**config.mk**
```make
export PLATFORM = sky130hd
export DESIGN_NAME = double_ended_queue
export DESIGN_NICKNAME = d
export VERILOG_FILES = /design/src/hdl/dq_pkg.sv /design/src/hdl/dq_ram.sv /design/src/hdl/dq_ctrl.sv /design/src/hdl/dq_dp.sv /design/src/hdl/double_ended_queue.sv
export SDC_FILE = /design/constraint.sdc
export NUM_CORES = 1
export LEC_CHECK = 0
export BUFFER_PORTS_ARGS = -buffer_cell sky130_fd_sc_hd__buf_4
export CAP_MARGIN = 15
export CORE_UTILIZATION = 45
export DETAILED_ROUTE_END_ITERATION = 8
export GPL_TIMING_DRIVEN = 0
export MAX_ROUTING_LAYER = met4
export SYNTH_ARGS = -nofsm -noshare
export SYNTH_HDL_FRONTEND = slang
export SYNTH_HIERARCHICAL = 1
export SYNTH_SLANG_ARGS = --single-unit
```
**constraint.sdc**
```tcl
create_clock -name i_clk -period 6.5 [get_ports i_clk]
set_input_delay 0.65 -clock i_clk [delete_from_list [all_inputs] [get_ports i_clk]]
set_output_delay 0.65 -clock i_clk [all_outputs]
set_load 0.03 [all_outputs]
```
**src/hdl/dq_pkg.sv**
```systemverilog
// dq_pkg: shared types, constants and ring arithmetic for the deque
// no dependencies; imported by dq_ctrl, dq_dp and double_ended_queue, not by dq_ram
`default_nettype none

package dq_pkg;

    localparam int CAPACITY = 16;
    localparam int IDX_W    = $clog2(CAPACITY);
    localparam int CNT_W    = $clog2(CAPACITY + 1);
    localparam int DATA_W   = 32;

    typedef enum logic [2:0] {
        REQ_PUSH_FRONT = 3'd0,
        REQ_PUSH_BACK  = 3'd1,
        REQ_POP_FRONT  = 3'd2,
        REQ_POP_BACK   = 3'd3,
        REQ_LIST_FWD   = 3'd4,
        REQ_LIST_BWD   = 3'd5
    } t_req;

    typedef enum logic [1:0] {
        STAT_OK    = 2'd0,
        STAT_EMPTY = 2'd1,
        STAT_FULL  = 2'd2
    } t_status;

    typedef enum logic [1:0] {
        S_IDLE,
        S_POP,
        S_LIST
    } t_state;

    typedef enum logic [2:0] {
        SRC_ACK,
        SRC_FULL,
        SRC_EMPTY,
        SRC_POP,
        SRC_LIST
    } t_out_src;

    typedef struct packed {
        logic [2:0]               req_type;
        logic signed [DATA_W-1:0] value_in;
    } t_in_beat;

    typedef struct packed {
        logic signed [DATA_W-1:0] value_out;
        logic [1:0]               status;
        logic                     last;
    } t_out_beat;

    // controller to datapath
    typedef struct packed {
        logic     wr_front;
        logic     wr_back;
        logic     pop_front;
        logic     pop_back;
        logic     list_rd;
        logic     list_init;
        logic     list_dir;   // 1 lists back to front
        logic     out_load;
        t_out_src out_src;
    } t_dp_cmd;

    // datapath to controller
    typedef struct packed {
        logic empty;
        logic full;
        logic out_free;
        logic list_last;
    } t_dp_stat;

    // position a steps after p, both below CAPACITY
    function automatic logic [IDX_W-1:0] ring_add(input logic [IDX_W-1:0] p,
                                                  input logic [IDX_W-1:0] a);
        logic [IDX_W:0] s;
        s = {1'b0, p} + {1'b0, a};
        if (s >= (IDX_W+1)'(CAPACITY)) begin
            s = s - (IDX_W+1)'(CAPACITY);
        end
        return s[IDX_W-1:0];
    endfunction

endpackage

`default_nettype wire

```
**src/hdl/dq_ram.sv**
```systemverilog
// dq_ram: generic single write port, single read port ram with registered read
// no dependencies
`default_nettype none

module dq_ram #(
    parameter int WIDTH = 32,
    parameter int DEPTH = 16
) (
    input  wire logic                     i_clk,
    input  wire logic                     i_we,
    input  wire logic [$clog2(DEPTH)-1:0] i_waddr,
    input  wire logic [WIDTH-1:0]         i_wdata,
    input  wire logic                     i_re,
    input  wire logic [$clog2(DEPTH)-1:0] i_raddr,
    output logic      [WIDTH-1:0]         o_rdata
);

    logic [WIDTH-1:0] r_mem [DEPTH];
    logic [WIDTH-1:0] r_rdata;

    always_ff @(posedge i_clk) begin
        if (i_we) begin
            r_mem[i_waddr] <= i_wdata;
        end
        // read data holds until the next read
        if (i_re) begin
            r_rdata <= r_mem[i_raddr];
        end
    end

    assign o_rdata = r_rdata;

endmodule

`default_nettype wire

```
**src/hdl/dq_ctrl.sv**
```systemverilog
// dq_ctrl: request sequencer of the deque
// depends on dq_pkg; drives the datapath through t_dp_cmd
`default_nettype none

module dq_ctrl (
    input  wire logic              i_clk,
    input  wire logic              i_rst_n,
    input  wire logic              i_in_valid,
    input  wire logic [2:0]        i_req_type,
    input  wire dq_pkg::t_dp_stat  i_stat,
    output logic                   o_in_ready,
    output dq_pkg::t_dp_cmd        o_cmd
);
    import dq_pkg::*;

    t_state r_state;
    t_state n_state;
    logic   accept;

    always_ff @(posedge i_clk) begin
        if (!i_rst_n) begin
            r_state <= S_IDLE;
        end else begin
            r_state <= n_state;
        end
    end

    assign accept = i_in_valid && o_in_ready;

    always_comb begin
        n_state    = r_state;
        o_in_ready = 1'b0;
        o_cmd      = '0;
        o_cmd.out_src = SRC_ACK;
        case (r_state)
            S_IDLE: begin
                o_in_ready = i_stat.out_free;
                if (accept) begin
                    case (i_req_type)
                        REQ_PUSH_FRONT, REQ_PUSH_BACK: begin
                            o_cmd.out_load = 1'b1;
                            if (i_stat.full) begin
                                o_cmd.out_src = SRC_FULL;
                            end else begin
                                o_cmd.out_src  = SRC_ACK;
                                o_cmd.wr_front = (i_req_type == REQ_PUSH_FRONT);
                                o_cmd.wr_back  = (i_req_type == REQ_PUSH_BACK);
                            end
                        end
                        REQ_POP_FRONT, REQ_POP_BACK: begin
                            if (i_stat.empty) begin
                                o_cmd.out_load = 1'b1;
                                o_cmd.out_src  = SRC_EMPTY;
                            end else begin
                                o_cmd.pop_front = (i_req_type == REQ_POP_FRONT);
                                o_cmd.pop_back  = (i_req_type == REQ_POP_BACK);
                                n_state = S_POP;
                            end
                        end
                        REQ_LIST_FWD, REQ_LIST_BWD: begin
                            if (i_stat.empty) begin
                                o_cmd.out_load = 1'b1;
                                o_cmd.out_src  = SRC_EMPTY;
                            end else begin
                                o_cmd.list_rd   = 1'b1;
                                o_cmd.list_init = 1'b1;
                                o_cmd.list_dir  = (i_req_type == REQ_LIST_BWD);
                                n_state = S_LIST;
                            end
                        end
                        default: begin
                            // unused codes are dropped
                        end
                    endcase
                end
            end
            S_POP: begin
                if (i_stat.out_free) begin
                    o_cmd.out_load = 1'b1;
                    o_cmd.out_src  = SRC_POP;
                    n_state = S_IDLE;
                end
            end
            S_LIST: begin
                if (i_stat.out_free) begin
                    o_cmd.out_load = 1'b1;
                    o_cmd.out_src  = SRC_LIST;
                    if (i_stat.list_last) begin
                        n_state = S_IDLE;
                    end else begin
                        o_cmd.list_rd = 1'b1;
                    end
                end
            end
            default: begin
                n_state = S_IDLE;
            end
        endcase
    end

endmodule

`default_nettype wire

```
**src/hdl/dq_dp.sv**
```systemverilog
// dq_dp: deque datapath, ring pointers, slot ram and output register
// depends on dq_pkg and dq_ram; controlled by dq_ctrl
`default_nettype none

module dq_dp (
    input  wire logic               i_clk,
    input  wire logic               i_rst_n,
    input  wire dq_pkg::t_dp_cmd    i_cmd,
    input  wire logic [31:0]        i_value,
    input  wire logic               i_out_ready,
    output dq_pkg::t_dp_stat        o_stat,
    output logic                    o_out_valid,
    output dq_pkg::t_out_beat       o_out_data
);
    import dq_pkg::*;

    logic [IDX_W-1:0]  r_front;
    logic [IDX_W-1:0]  n_front;
    logic [CNT_W-1:0]  r_fill;
    logic [CNT_W-1:0]  n_fill;
    logic [CNT_W-1:0]  r_cnt;
    logic              r_dir;
    logic              r_last_rd;
    logic              r_out_valid;
    t_out_beat         r_out_data;

    logic [CNT_W-1:0]  idx;
    logic [CNT_W-1:0]  idx_inc;
    logic              dir;
    logic [IDX_W-1:0]  fill_m1;
    logic [IDX_W-1:0]  list_off;
    logic [IDX_W-1:0]  front_m1;
    logic [IDX_W-1:0]  waddr;
    logic [IDX_W-1:0]  raddr;
    logic              we;
    logic              re;
    logic [DATA_W-1:0] rdata;

    assign fill_m1  = IDX_W'(r_fill - CNT_W'(1));
    assign front_m1 = ring_add(r_front, IDX_W'(CAPACITY - 1));

    // list walk index
    assign idx      = i_cmd.list_init ? '0 : r_cnt;
    assign idx_inc  = idx + CNT_W'(1);
    assign dir      = i_cmd.list_init ? i_cmd.list_dir : r_dir;
    assign list_off = dir ? IDX_W'(r_fill - idx_inc) : IDX_W'(idx);

    assign we    = i_cmd.wr_front || i_cmd.wr_back;
    assign waddr = i_cmd.wr_front ? front_m1 : ring_add(r_front, IDX_W'(r_fill));
    assign re    = i_cmd.pop_front || i_cmd.pop_back || i_cmd.list_rd;

    always_comb begin
        if (i_cmd.pop_front) begin
            raddr = r_front;
        end else if (i_cmd.pop_back) begin
            raddr = ring_add(r_front, fill_m1);
        end else begin
            raddr = ring_add(r_front, list_off);
        end
    end

    dq_ram #(
        .WIDTH (DATA_W),
        .DEPTH (CAPACITY)
    ) u_ram (
        .i_clk   (i_clk),
        .i_we    (we),
        .i_waddr (waddr),
        .i_wdata (i_value),
        .i_re    (re),
        .i_raddr (raddr),
        .o_rdata (rdata)
    );

    always_comb begin
        n_front = r_front;
        n_fill  = r_fill;
        if (i_cmd.wr_front) begin
            n_front = front_m1;
        end else if (i_cmd.pop_front) begin
            n_front = ring_add(r_front, IDX_W'(1));
        end
        if (we) begin
            n_fill = r_fill + CNT_W'(1);
        end else if (i_cmd.pop_front || i_cmd.pop_back) begin
            n_fill = r_fill - CNT_W'(1);
        end
    end

    always_ff @(posedge i_clk) begin
        if (!i_rst_n) begin
            r_front     <= '0;
            r_fill      <= '0;
            r_out_valid <= 1'b0;
        end else begin
            r_front <= n_front;
            r_fill  <= n_fill;
            if (i_cmd.out_load) begin
                r_out_valid <= 1'b1;
            end else if (i_out_ready) begin
                r_out_valid <= 1'b0;
            end
        end
    end

    always_ff @(posedge i_clk) begin
        if (i_cmd.list_rd) begin
            r_cnt     <= idx_inc;
            r_dir     <= dir;
            r_last_rd <= (idx_inc == r_fill);
        end
        if (i_cmd.out_load) begin
            case (i_cmd.out_src)
                SRC_POP: begin
                    r_out_data.value_out <= rdata;
                    r_out_data.status    <= STAT_OK;
                    r_out_data.last      <= 1'b1;
                end
                SRC_LIST: begin
                    r_out_data.value_out <= rdata;
                    r_out_data.status    <= STAT_OK;
                    r_out_data.last      <= r_last_rd;
                end
                SRC_FULL: begin
                    r_out_data.value_out <= '0;
                    r_out_data.status    <= STAT_FULL;
                    r_out_data.last      <= 1'b1;
                end
                SRC_EMPTY: begin
                    r_out_data.value_out <= '0;
                    r_out_data.status    <= STAT_EMPTY;
                    r_out_data.last      <= 1'b1;
                end
                default: begin
                    r_out_data.value_out <= '0;
                    r_out_data.status    <= STAT_OK;
                    r_out_data.last      <= 1'b1;
                end
            endcase
        end
    end

    assign o_stat.empty     = (r_fill == '0);
    assign o_stat.full      = (r_fill == CNT_W'(CAPACITY));
    assign o_stat.out_free  = !r_out_valid || i_out_ready;
    assign o_stat.list_last = r_last_rd;
    assign o_out_valid      = r_out_valid;
    assign o_out_data       = r_out_data;

    a_fill_bound: assert property (@(posedge i_clk) disable iff (!i_rst_n)
        r_fill <= CNT_W'(CAPACITY))
        else $error("fill count above capacity");

    a_one_op: assert property (@(posedge i_clk) disable iff (!i_rst_n)
        $onehot0({i_cmd.wr_front, i_cmd.wr_back, i_cmd.pop_front,
                  i_cmd.pop_back, i_cmd.list_rd}))
        else $error("more than one ram operation in a cycle");

    a_push_grows: assert property (@(posedge i_clk) disable iff (!i_rst_n)
        (i_cmd.wr_front || i_cmd.wr_back) |=> (r_fill == $past(r_fill) + CNT_W'(1)))
        else $error("push did not grow the fill count");

endmodule

`default_nettype wire

```
**src/hdl/double_ended_queue.sv**
```systemverilog
// double_ended_queue: bounded deque of signed 32-bit values in a ring store
// depends on dq_pkg, dq_ctrl, dq_dp (which holds dq_ram)
//
//  channel | direction | handshake              | beat
//  --------+-----------+------------------------+----------------------------
//  in      | sink      | i_in_valid/o_in_ready  | t_in_beat  (req_type, value_in)
//  out     | source    | o_out_valid/i_out_ready| t_out_beat (value_out, status, last)
//
// push, refused push, and pop or list on an empty deque: result is in the
//   output register in the cycle after the request beat
// pop: the slot ram read is registered, then the value goes to the output register once it is free
// list of n values: after the first ram read, one result beat per cycle while the output is free,
//   paced by the single ram read port
// one request at a time: the next request beat is taken once the last result
//   of the current one has been loaded into the output register
// reset (synchronous, active low) empties the deque and front index goes to 0;
//   the slot ram is not cleared, only occupied slots are ever read
// a stall on the output holds the controller and the ram read data in place
`default_nettype none

module double_ended_queue (
    input  wire logic              i_clk,
    input  wire logic              i_rst_n,
    input  wire logic              i_in_valid,
    output logic                   o_in_ready,
    input  wire dq_pkg::t_in_beat  i_in_data,
    output logic                   o_out_valid,
    input  wire logic              i_out_ready,
    output dq_pkg::t_out_beat      o_out_data
);
    import dq_pkg::*;

    // command and status between sequencer and datapath
    t_dp_cmd  cmd;
    t_dp_stat stat;

    // request sequencer: decides per beat what the datapath does
    dq_ctrl u_ctrl (
        .i_clk      (i_clk),
        .i_rst_n    (i_rst_n),
        .i_in_valid (i_in_valid),
        .i_req_type (i_in_data.req_type),
        .i_stat     (stat),
        .o_in_ready (o_in_ready),
        .o_cmd      (cmd)
    );

    // ring pointers, slot ram and output register
    dq_dp u_dp (
        .i_clk       (i_clk),
        .i_rst_n     (i_rst_n),
        .i_cmd       (cmd),
        .i_value     (i_in_data.value_in),
        .i_out_ready (i_out_ready),
        .o_stat      (stat),
        .o_out_valid (o_out_valid),
        .o_out_data  (o_out_data)
    );

endmodule

`default_nettype wire

```
## Word-level counts from Yosys, hierarchy flattened

Memory sizes are Yosys's and may differ from the RTL's. A register that Yosys moved wholly into a read port is not among the register bits.
Index checks and enable logic that the tools add are counted.

- Output and inout port bits: 37
- Register bits: 54
- Bits of input ports: 39
- Bits in writable memories: 512
- Logic and storage cells: 114
- Memories kept: 1

- Order comparisons: 5
- Equal/unequal tests: 20
- Mux-type cells: 47
- Reduce and logical (&&, ||, !) cells: 17
- Add/sub/neg operators: 14

Memories:

| memory | words | width | read ports | clocked after memory_dff | wr ports | RTL line | text |
|---|---|---|---|---|---|---|---|
| u_dp.u_ram.r_mem | 16 | 32 | 1 | 1 | 1 | dq_ram.sv:18 | `logic [WIDTH-1:0] r_mem [DEPTH];` |

Operators by type and width:

| operator | count |
|---|---|
| $pmux W35 S4 | 1 |
| $mux W4 | 15 |
| $ge A5 B5 Y1 const B | 5 |
| $mux W2 | 11 |
| $sub A4 B1 Y4 const B | 5 |
| $add A4 B4 Y5 | 3 |
| $mux W5 | 3 |
| $eq A3 B2 Y1 const B | 4 |
| $pmux W4 S3 | 1 |
| $mux W11 | 1 |
| $add A5 B1 Y5 const B | 2 |
| $eq A3 B3 Y1 const B | 3 |
| $mux W1 | 9 |
| $ne A3 B3 Y1 const B | 3 |
| $ne A2 B1 Y1 const B | 4 |
| $pmux W4 S2 | 1 |
| $reduce_and A7 Y1 | 1 |
| $eq A3 B1 Y1 const B | 2 |
| $mux W3 | 2 |
| $pmux W2 S3 | 1 |
| $reduce_bool A2 Y1 | 3 |
| $reduce_or A2 Y1 | 3 |
| $add A4 B1 Y5 const B | 1 |
| $add A4 B4 Y5 const B | 1 |
| 15 further kinds | 18 |

## Logic depth before layout (Yosys ltp)

Gate-level depths: netlist of run 1.

- Depth in word-level cells: 15
- Depth in mapped cells: 26
- Mapped depth without buffers: 23

## By module

The synthesis of run 1 kept the hierarchy.

By module, submodules not included:

| module | instances | area each (µm²) | seq. area each (µm²) | cells an instance |
|---|---|---|---|---|
| dq_ram | 1 | 20155.6 | 16335.7 | 838 |
| dq_dp | 1 | 2743.9 | 1461.4 | 235 |
| dq_ctrl | 1 | 382.9 | 40.0 | 46 |

## Least setup slack after synthesis of run 1

OpenSTA, ideal clock, no wires.

- Path type: register to register
- From: register u_dp.r_fill[1]
- To: memory u_dp.u_ram.r_mem[0][0], enable pin
- Period minus slack after synthesis: 5.246 ns
- Cell stages (with the launch flop): 12
- Data arrival time: 4.784 ns
- Setup slack: 1.254 ns
- Required time: 6.039 ns
- Path buffers: 1
- Path through: dfxtp_1 > inv_1 > ha_1 > and3_1 > or3_1 > nor3_2 > clkbuf_1 > nand2_1 > o21ai_0 > xor2_1 > or3b_2 > nor3_1

RTL lines:

| what | RTL line | text |
|---|---|---|
| from (decl) | dq_dp.sv:19 | `logic [CNT_W-1:0] r_fill;` |
| from (signal assigned) | dq_dp.sv:97 | `r_fill <= n_fill;` |
| to (decl) | dq_ram.sv:18 |  |

==> metrics.txt, run 1 <==
sequential-to-total area share from yosys stat=76.6%; Final Hold Violating Endpoints=0; Post-CTS Resized=0; routability cong.=0.783; Buffers & Inverters on Critical Path=5; most instantiated cells after synthesis=586 x edfxtp_1, 128 x mux4_2, 65 x a22oi_1, 42 x nand2_1, 40 x and2_1; Final Setup Violations=0; total global-route track usage=20.3%; unrepaired setup endpoints after global routing=no; Mean Syn Cell Area=20.8 um2; ys async rst share=0%; max_slew headroom=36.0%; TritonCTS clock tree=done; area leader, netlist=edfxtp_1; nets@finish=1345; crit-path cells=inv_1 > ha_1 > nand2_1 > nor2_2 > nand2b_1 > nor2_1 > buf_2 > or2b_1 > ha_1 > inv_1 > ha_1 > mux2i_1 > nor2_1 > a311oi_1 > a21oi_1 > fa_1 > mux2_2 > buf_2 > buf_1 > mux4_2 > a22oi_1 > nand2_1; Max Slew Vio Count=0; ANT nets after route=0; Clock Path Buffers=3; DRC viols=0; Final Critical Period=5.92 ns; hold_buf cts=0; worst skew pair latency=0.62 ns; CTS root buffer=clkbuf_16; Die ar.=52700 um2; Initial DRC Count=1080; antenna violations before repair=2; clock sinks=598; Crit path largest cell delay=0.68 ns; Final Cell Area=27300 um2; drt first pass iters=6; post-synth cell types=60; total CTS buffers=59; Synthesis Warnings=6; Row Count=82; Setup Fix Bufs, Post-CTS=0; critical path launch point type=flop; CP max-delay cell=buf_1; f_max=169 MHz; drt via density=5.61; top cells by area, synth=edfxtp_1 76%, mux4_2 12%, a22oi_1 2.1%, and2_1 1.1%, dfxtp_1 1.0%; Tot Pwr=8.41 mW; min-delay worst type=input port to flop; Vias=11300; grt total ovfl=0; io pins=76; share of post-route cells with drive strength above 1=28.6%; largest net degree at the start of global routing=23; Post-DP HPWL=32100 um; Chip Width=229 um; setup TNS=0 ns; Mapped Area=23300 um2; Reg clk slew, reported paths=0.06 ns; Critical Path Most Common Cell=ha_1; critical-path maximum fanout=10; first-pass GRT wire length=75700 um; critical path class=flop to flop; Fill cells=3914; clk_skew=0.0128 ns; Crit path max-delay family=buffers and inverters; ys flop type=edfxtp_1; status=finished clean; CORE AREA=50600 um2; H-tree depth=2; Routed WL per cell=25.2 um; top cell type's share of synthesized area=75.6%; Max Cap Viol=0; Initial Util=46.0%; most common cell in the netlist=edfxtp_1; Post-DP Area=25300 um2; DIE HEIGHT=229 um; Net Count, Synth=1178; number of flops mapped to enable cells by yosys=586; Syn Inst Count=1119; vias in the first global route=11700; Tcrit/Tclk final=91.1%; Pwr Density=308 nW/um2; static leakage=8.90 nW; #FFs+latches synth=598; worst path required time=6.85 ns; Worst setup EP type=flop; P&R area growth vs syn=17.1%; worst endpoint data arrival time=6.27 ns; port bufs=75; worst slew pin tran=0.960 ns; Peak supply drop=0.000205 V; Post-Route WL=50600 um
report_power, final:
part / switching (mW) / total (mW) / internal [mW]
Combinational: 0.397 / 0.667 / 0.270
Sequential: 0.0121 / 4.29 / 4.28
Clock: 1.43 / 3.45 / 2.02
Total: 1.84 / 8.41 / 6.57
cells in the final DEF, fill, tap and decap left out, drive strengths merged, types with 11 or more instances in the layout:
cell,n
edfxtp,586
buf,134
mux4,128
clkbuf,92
a22oi,65
nand2,42
and2,40
clkinv,36
nor2,31
ha,18
xnor2,15
inv,15
a21oi,12
dfxtp,12
nor3,11
cell type report:
| type | instances | area (um2) | share of cell area [%] |
|---|---|---|---|
| flip-flops and latches | 598 | 17800 | 65.4 |
| multi-input cells | 453 | 5270 | 19.3 |
| clock buffers | 66 | 1550 | 5.67 |
| repair buffers | 106 | 1040 | 3.82 |
| well taps | 672 | 841 | 3.08 |
| clock inverters | 46 | 427 | 1.56 |
| plain buffers | 54 | 260 | 0.954 |
| inverters | 14 | 52.6 | 0.193 |
| diodes | 2 | 5.00 | 0.0184 |
path summary, 6_finish.rpt:
check	depth (start not counted)	to	startpoint	slack [ns]
max	22	u_dp/u_ram/o_rdata[16]	u_dp/r_fill[1]	0.58
max reg2reg	22	u_dp/u_ram/o_rdata[16]	u_dp/r_fill[1]	0.58
min	1	u_dp/u_ram/r_mem[13][30]	i_in_data[30]	0.32
min reg2reg	1	u_dp/o_out_data[11]	u_dp/u_ram/o_rdata[8]	0.52
metrics by stage:
| step | hold WS [ns] | setup WS [ns] | utilization [%] | instances |
|---|---|---|---|---|
| floorplan | 0.497 | 1.25 | - | 1119 |
| global placement | 0.504 | -1.98 | 48.8 | 1866 |
| detailed placement | 0.502 | 0.290 | 50.0 | 1897 |
| CTS | 0.292 | 0.239 | 53.9 | 2009 |
| global route | 0.313 | 0.131 | 53.9 | 2010 |
| finish | 0.325 | 0.580 | 53.9 | 2011 |
sequential cells by signal, summed over array words and instances (netlist names):
name	flops
u_dp/o_out_data	35
u_ctrl/r_state	2
u_dp/u_ram/o_rdata	32
u_dp/r_fill	5
u_dp/r_front	4
u_dp/r_last_rd	1
u_dp/r_dir	1
u_dp/u_ram/r_mem	512
u_dp/o_out_valid	1
u_dp/r_cnt	5
layer usage:
metal,GRT usage (%),wire [um]
met5,-,0
met4,4.35,790
met3,3.44,2760
met2,33.0,25300
met1,27.1,21800
cells by family (layout without fill, tap and decap cells):
kind of cell / after synthesis / in the layout / share of synthesized area (%)
adder cells (fa/ha/maj): 20 / 20 / 1.14
AO/OA/AOI/OAI: 102 / 102 / 3.22
flip-flops: 598 / 598 / 76.6
AND/OR/NAND/NOR: 173 / 173 / 4.09
XOR/XNOR: 22 / 22 / 0.860
buffers and inverters: 68 / 286 / 1.32
other: 0 / 2 / 0
multiplexers: 136 / 136 / 12.8
(Power assumes the default switching activity.)
==> run 2: changes to the inputs <==
SYNTH_HIERARCHICAL = unset   (was 1)
==> run 2 against run 1 <==
Effect of this change:
- combinational power is 110% higher
- setup slack got worse by 0.15 ns
- via count rose by 36%
- highest routed layer unchanged
- hold slack got worse by 0.084 ns
- sequential share of layout area decreased by 3.6 points
- count of clock-buffer cells in the layout grew 15
- non-clock buffer count is 43 higher
- cell area increased by 5.8%
- power grew 6.0%
- clock power decreased by 7.2%
- synthesized area grew 7.4%
==> metrics.txt, run 2 <==
register area=17800 um2; io pins=76; Fill cells=4504; sequential-to-total area share from yosys stat=71.3%; min-delay worst type=input port to flop; Net Count, Synth=1756; Final Critical Period=6.07 ns; most instantiated cells after synthesis=586 x edfxtp_1, 284 x nand2_1, 134 x nand3_1, 100 x mux2i_1, 47 x clkbuf_1; drt first pass iters=5; final core occ=52.5%; max FFs per register=512; Int Pwr=6.55 mW; worst path required time=6.82 ns; #FFs+latches synth=598; status=finished clean; ANT nets after route=0; Peak supply drop=0.000220 V; switching power=2.37 mW; routability cong.=0.849; nets@finish=1911; Post-DP Area=27000 um2; largest reg by FF count=u_dp.u_ram.r_mem; antenna violations before repair=4; clk_skew=0.00949 ns; critical path class=flop to flop; worst skew pair latency=0.64 ns; Pwr Density=309 nW/um2; Final Cell Area=28800 um2; Row Count=86; clock sinks=598; Initial DRC Count=1650; Chip Width=238 um; Tot Pwr=8.91 mW; Post-DP HPWL=42400 um; critical-path maximum fanout=10; top cells by area, synth=edfxtp_1 70%, nand2_1 4.3%, mux2i_1 4.0%, mux4_2 2.8%, nand3_1 2.7%; Routed WL per cell=25.0 um; TritonCTS clock tree=done; setup TNS=0 ns; share of post-route cells with drive strength above 1=15.4%; ys async rst share=0%; Vias=15400; most frequent cells in the layout=586 x edfxtp_1, 284 x nand2_1, 133 x nand3_1; Sw Ratio=26.5%; Max Cap Viol=0; unrepaired setup endpoints after global routing=no; static leakage=9.94 nW; total CTS buffers=60; Initial Util=45.5%; clock power share=35.9%; top cell type's share of synthesized area=70.3%; CTS root buffer=clkbuf_16; Die ar.=56500 um2; worst endpoint data arrival time=6.39 ns; max_slew headroom=20.6%; Max Slew Vio Count=0; Reg power frac=48.6%; P&R area growth vs syn=15.3%; port bufs=73; vias in the first global route=15100; most common cell after layout, fill and taps aside=edfxtp_1; first-pass GRT wire length=97600 um; Synthesis Warnings=0; Mapped Area=25000 um2; number of flops mapped to enable cells by yosys=586; most common cell in the netlist=edfxtp_1; total global-route track usage=24.4%; Final Hold Violating Endpoints=0; Worst setup EP type=flop; Final Setup Violations=0; worst slew pin tran=1.19 ns; Placed Instances=2541; Tcrit/Tclk final=93.4%; critical path launch point type=flop; largest net degree at the start of global routing=25; Mean Syn Cell Area=14.7 um2; f_max=165 MHz; ys flop type=edfxtp_1; worst hold stages=2; cells on worst reg2reg path=22; Combinational Power Share=15.5%; area leader, netlist=edfxtp_1; fin cells=2654; footprint of the multi-input gates=6670 um2; DRC viols=0; Clock Path Buffers=3; DIE HEIGHT=238 um; Post-Route WL=66300 um; drt via density=5.79; grt total ovfl=0; H-tree depth=2; Reg clk slew, reported paths=0.06 ns; CORE AREA=55000 um2; Syn Inst Count=1701; post-synth cell types=69
==> run 2: changes by cell type in the layout (fill, tap and decap cells not counted), moves of 23 or more <==
cell / change
mux4_2: -97
nand4_1: +32
o211ai_1: +32
a31oi_1: +34
nand2_1: +242
buf_2: +30
clkbuf_1: +40
o22ai_1: +33
mux2i_1: +96
a22oi_1: -30
o21ai_0: +23
mux2_1: +30
nand3_1: +129
==> run 2: cells by family (layout without fill, tap and decap cells) <==
logic type / count (synthesis) / in the layout / synth area share, %
simple gates: 562 / 562 / 10.3
flops: 598 / 598 / 71.3
mux: 167 / 167 / 8.48
fa+ha+maj: 16 / 16 / 0.860
other cells: 0 / 1 / 0
buf+inv: 123 / 327 / 2.59
compound gates: 210 / 210 / 5.59
xor+xnor: 25 / 25 / 0.905
==> run 2: layer usage <==
layer | wire length, um | GRT usage [%] | vias to the layer above
met1 | 28700 | 33.8 | 7737
met5 | 0 | - | -
met3 | 5360 | 3.97 | 139
met2 | 29800 | 36.3 | 683
li1 | - | - | 6804
met4 | 2390 | 9.23 | 0
==> run 2: worst paths after layout <==
path,start,end,slack [ns]
worst max-delay path,u_dp.r_fill[1],u_dp.u_ram.o_rdata[16],0.43
worst min-delay path,i_rst_n,u_dp.r_front[0],0.24
worst max register to register,u_dp.r_fill[1],u_dp.u_ram.o_rdata[16],0.43
worst min register to register,u_dp.u_ram.o_rdata[17],u_dp.o_out_data[20],0.53
==> run 2: timing repair <==
item,4_1_cts,5_1_grt
hold buffers,0,0
setup endpoints to repair,0,17
resized for setup,0,6
setup buffers,0,0
==> run 2: worst max-delay path, cell delays in order (launching register included) <==
cell and delay [ns]:
dfxtp_1 0.39, inv_1 0.20, ha_1 0.19, or4b_4 0.51, and3b_4 0.25, nand2_1 0.23
nand2_1 0.10, ha_1 0.31, nor2_1 0.10, a21oi_1 0.05, mux2i_1 0.19, ha_1 0.21
inv_1 0.06, fa_1 0.41, xnor2_1 0.20, mux2i_1 0.17, buf_2 0.27, nor3_1 0.60
clkbuf_1 0.78, a22oi_1 0.15, o21ai_0 0.11, mux2_1 0.19, a31oi_1 0.07
==> run 2: stage by stage <==
step                setup slack, ns  hold slack, ns
floorplan                      1.96           0.497
global placement             0.0740           0.507
detailed placement            0.202           0.511
CTS                           0.166           0.220
global route                 0.0508           0.248
finish                        0.429           0.241
==> run 2: power by group through the flow <==
stage | Combinational, mW | Sequential [mW] | Clock, mW
final | 1.38 | 4.33 | 3.20
after global routing | 1.48 | 4.34 | 3.37
after CTS | 1.38 | 4.33 | 3.24
after detailed placement | 1.37 | 4.42 | 0
after global placement | 1.33 | 4.42 | 0
after floorplan | 0.811 | 4.46 | 0
==> run 2: final cells by class <==
cell class | count | share of cell area [%]
inverter | 13 | 0.169
antenna | 1 | 0.00868
buffer | 110 | 2.11
timing repair buffer | 93 | 3.35
clock buffer | 81 | 5.55
clock inverter | 30 | 0.590
sequential | 598 | 61.8
tap | 748 | 3.24
multi-input combinational | 980 | 23.1
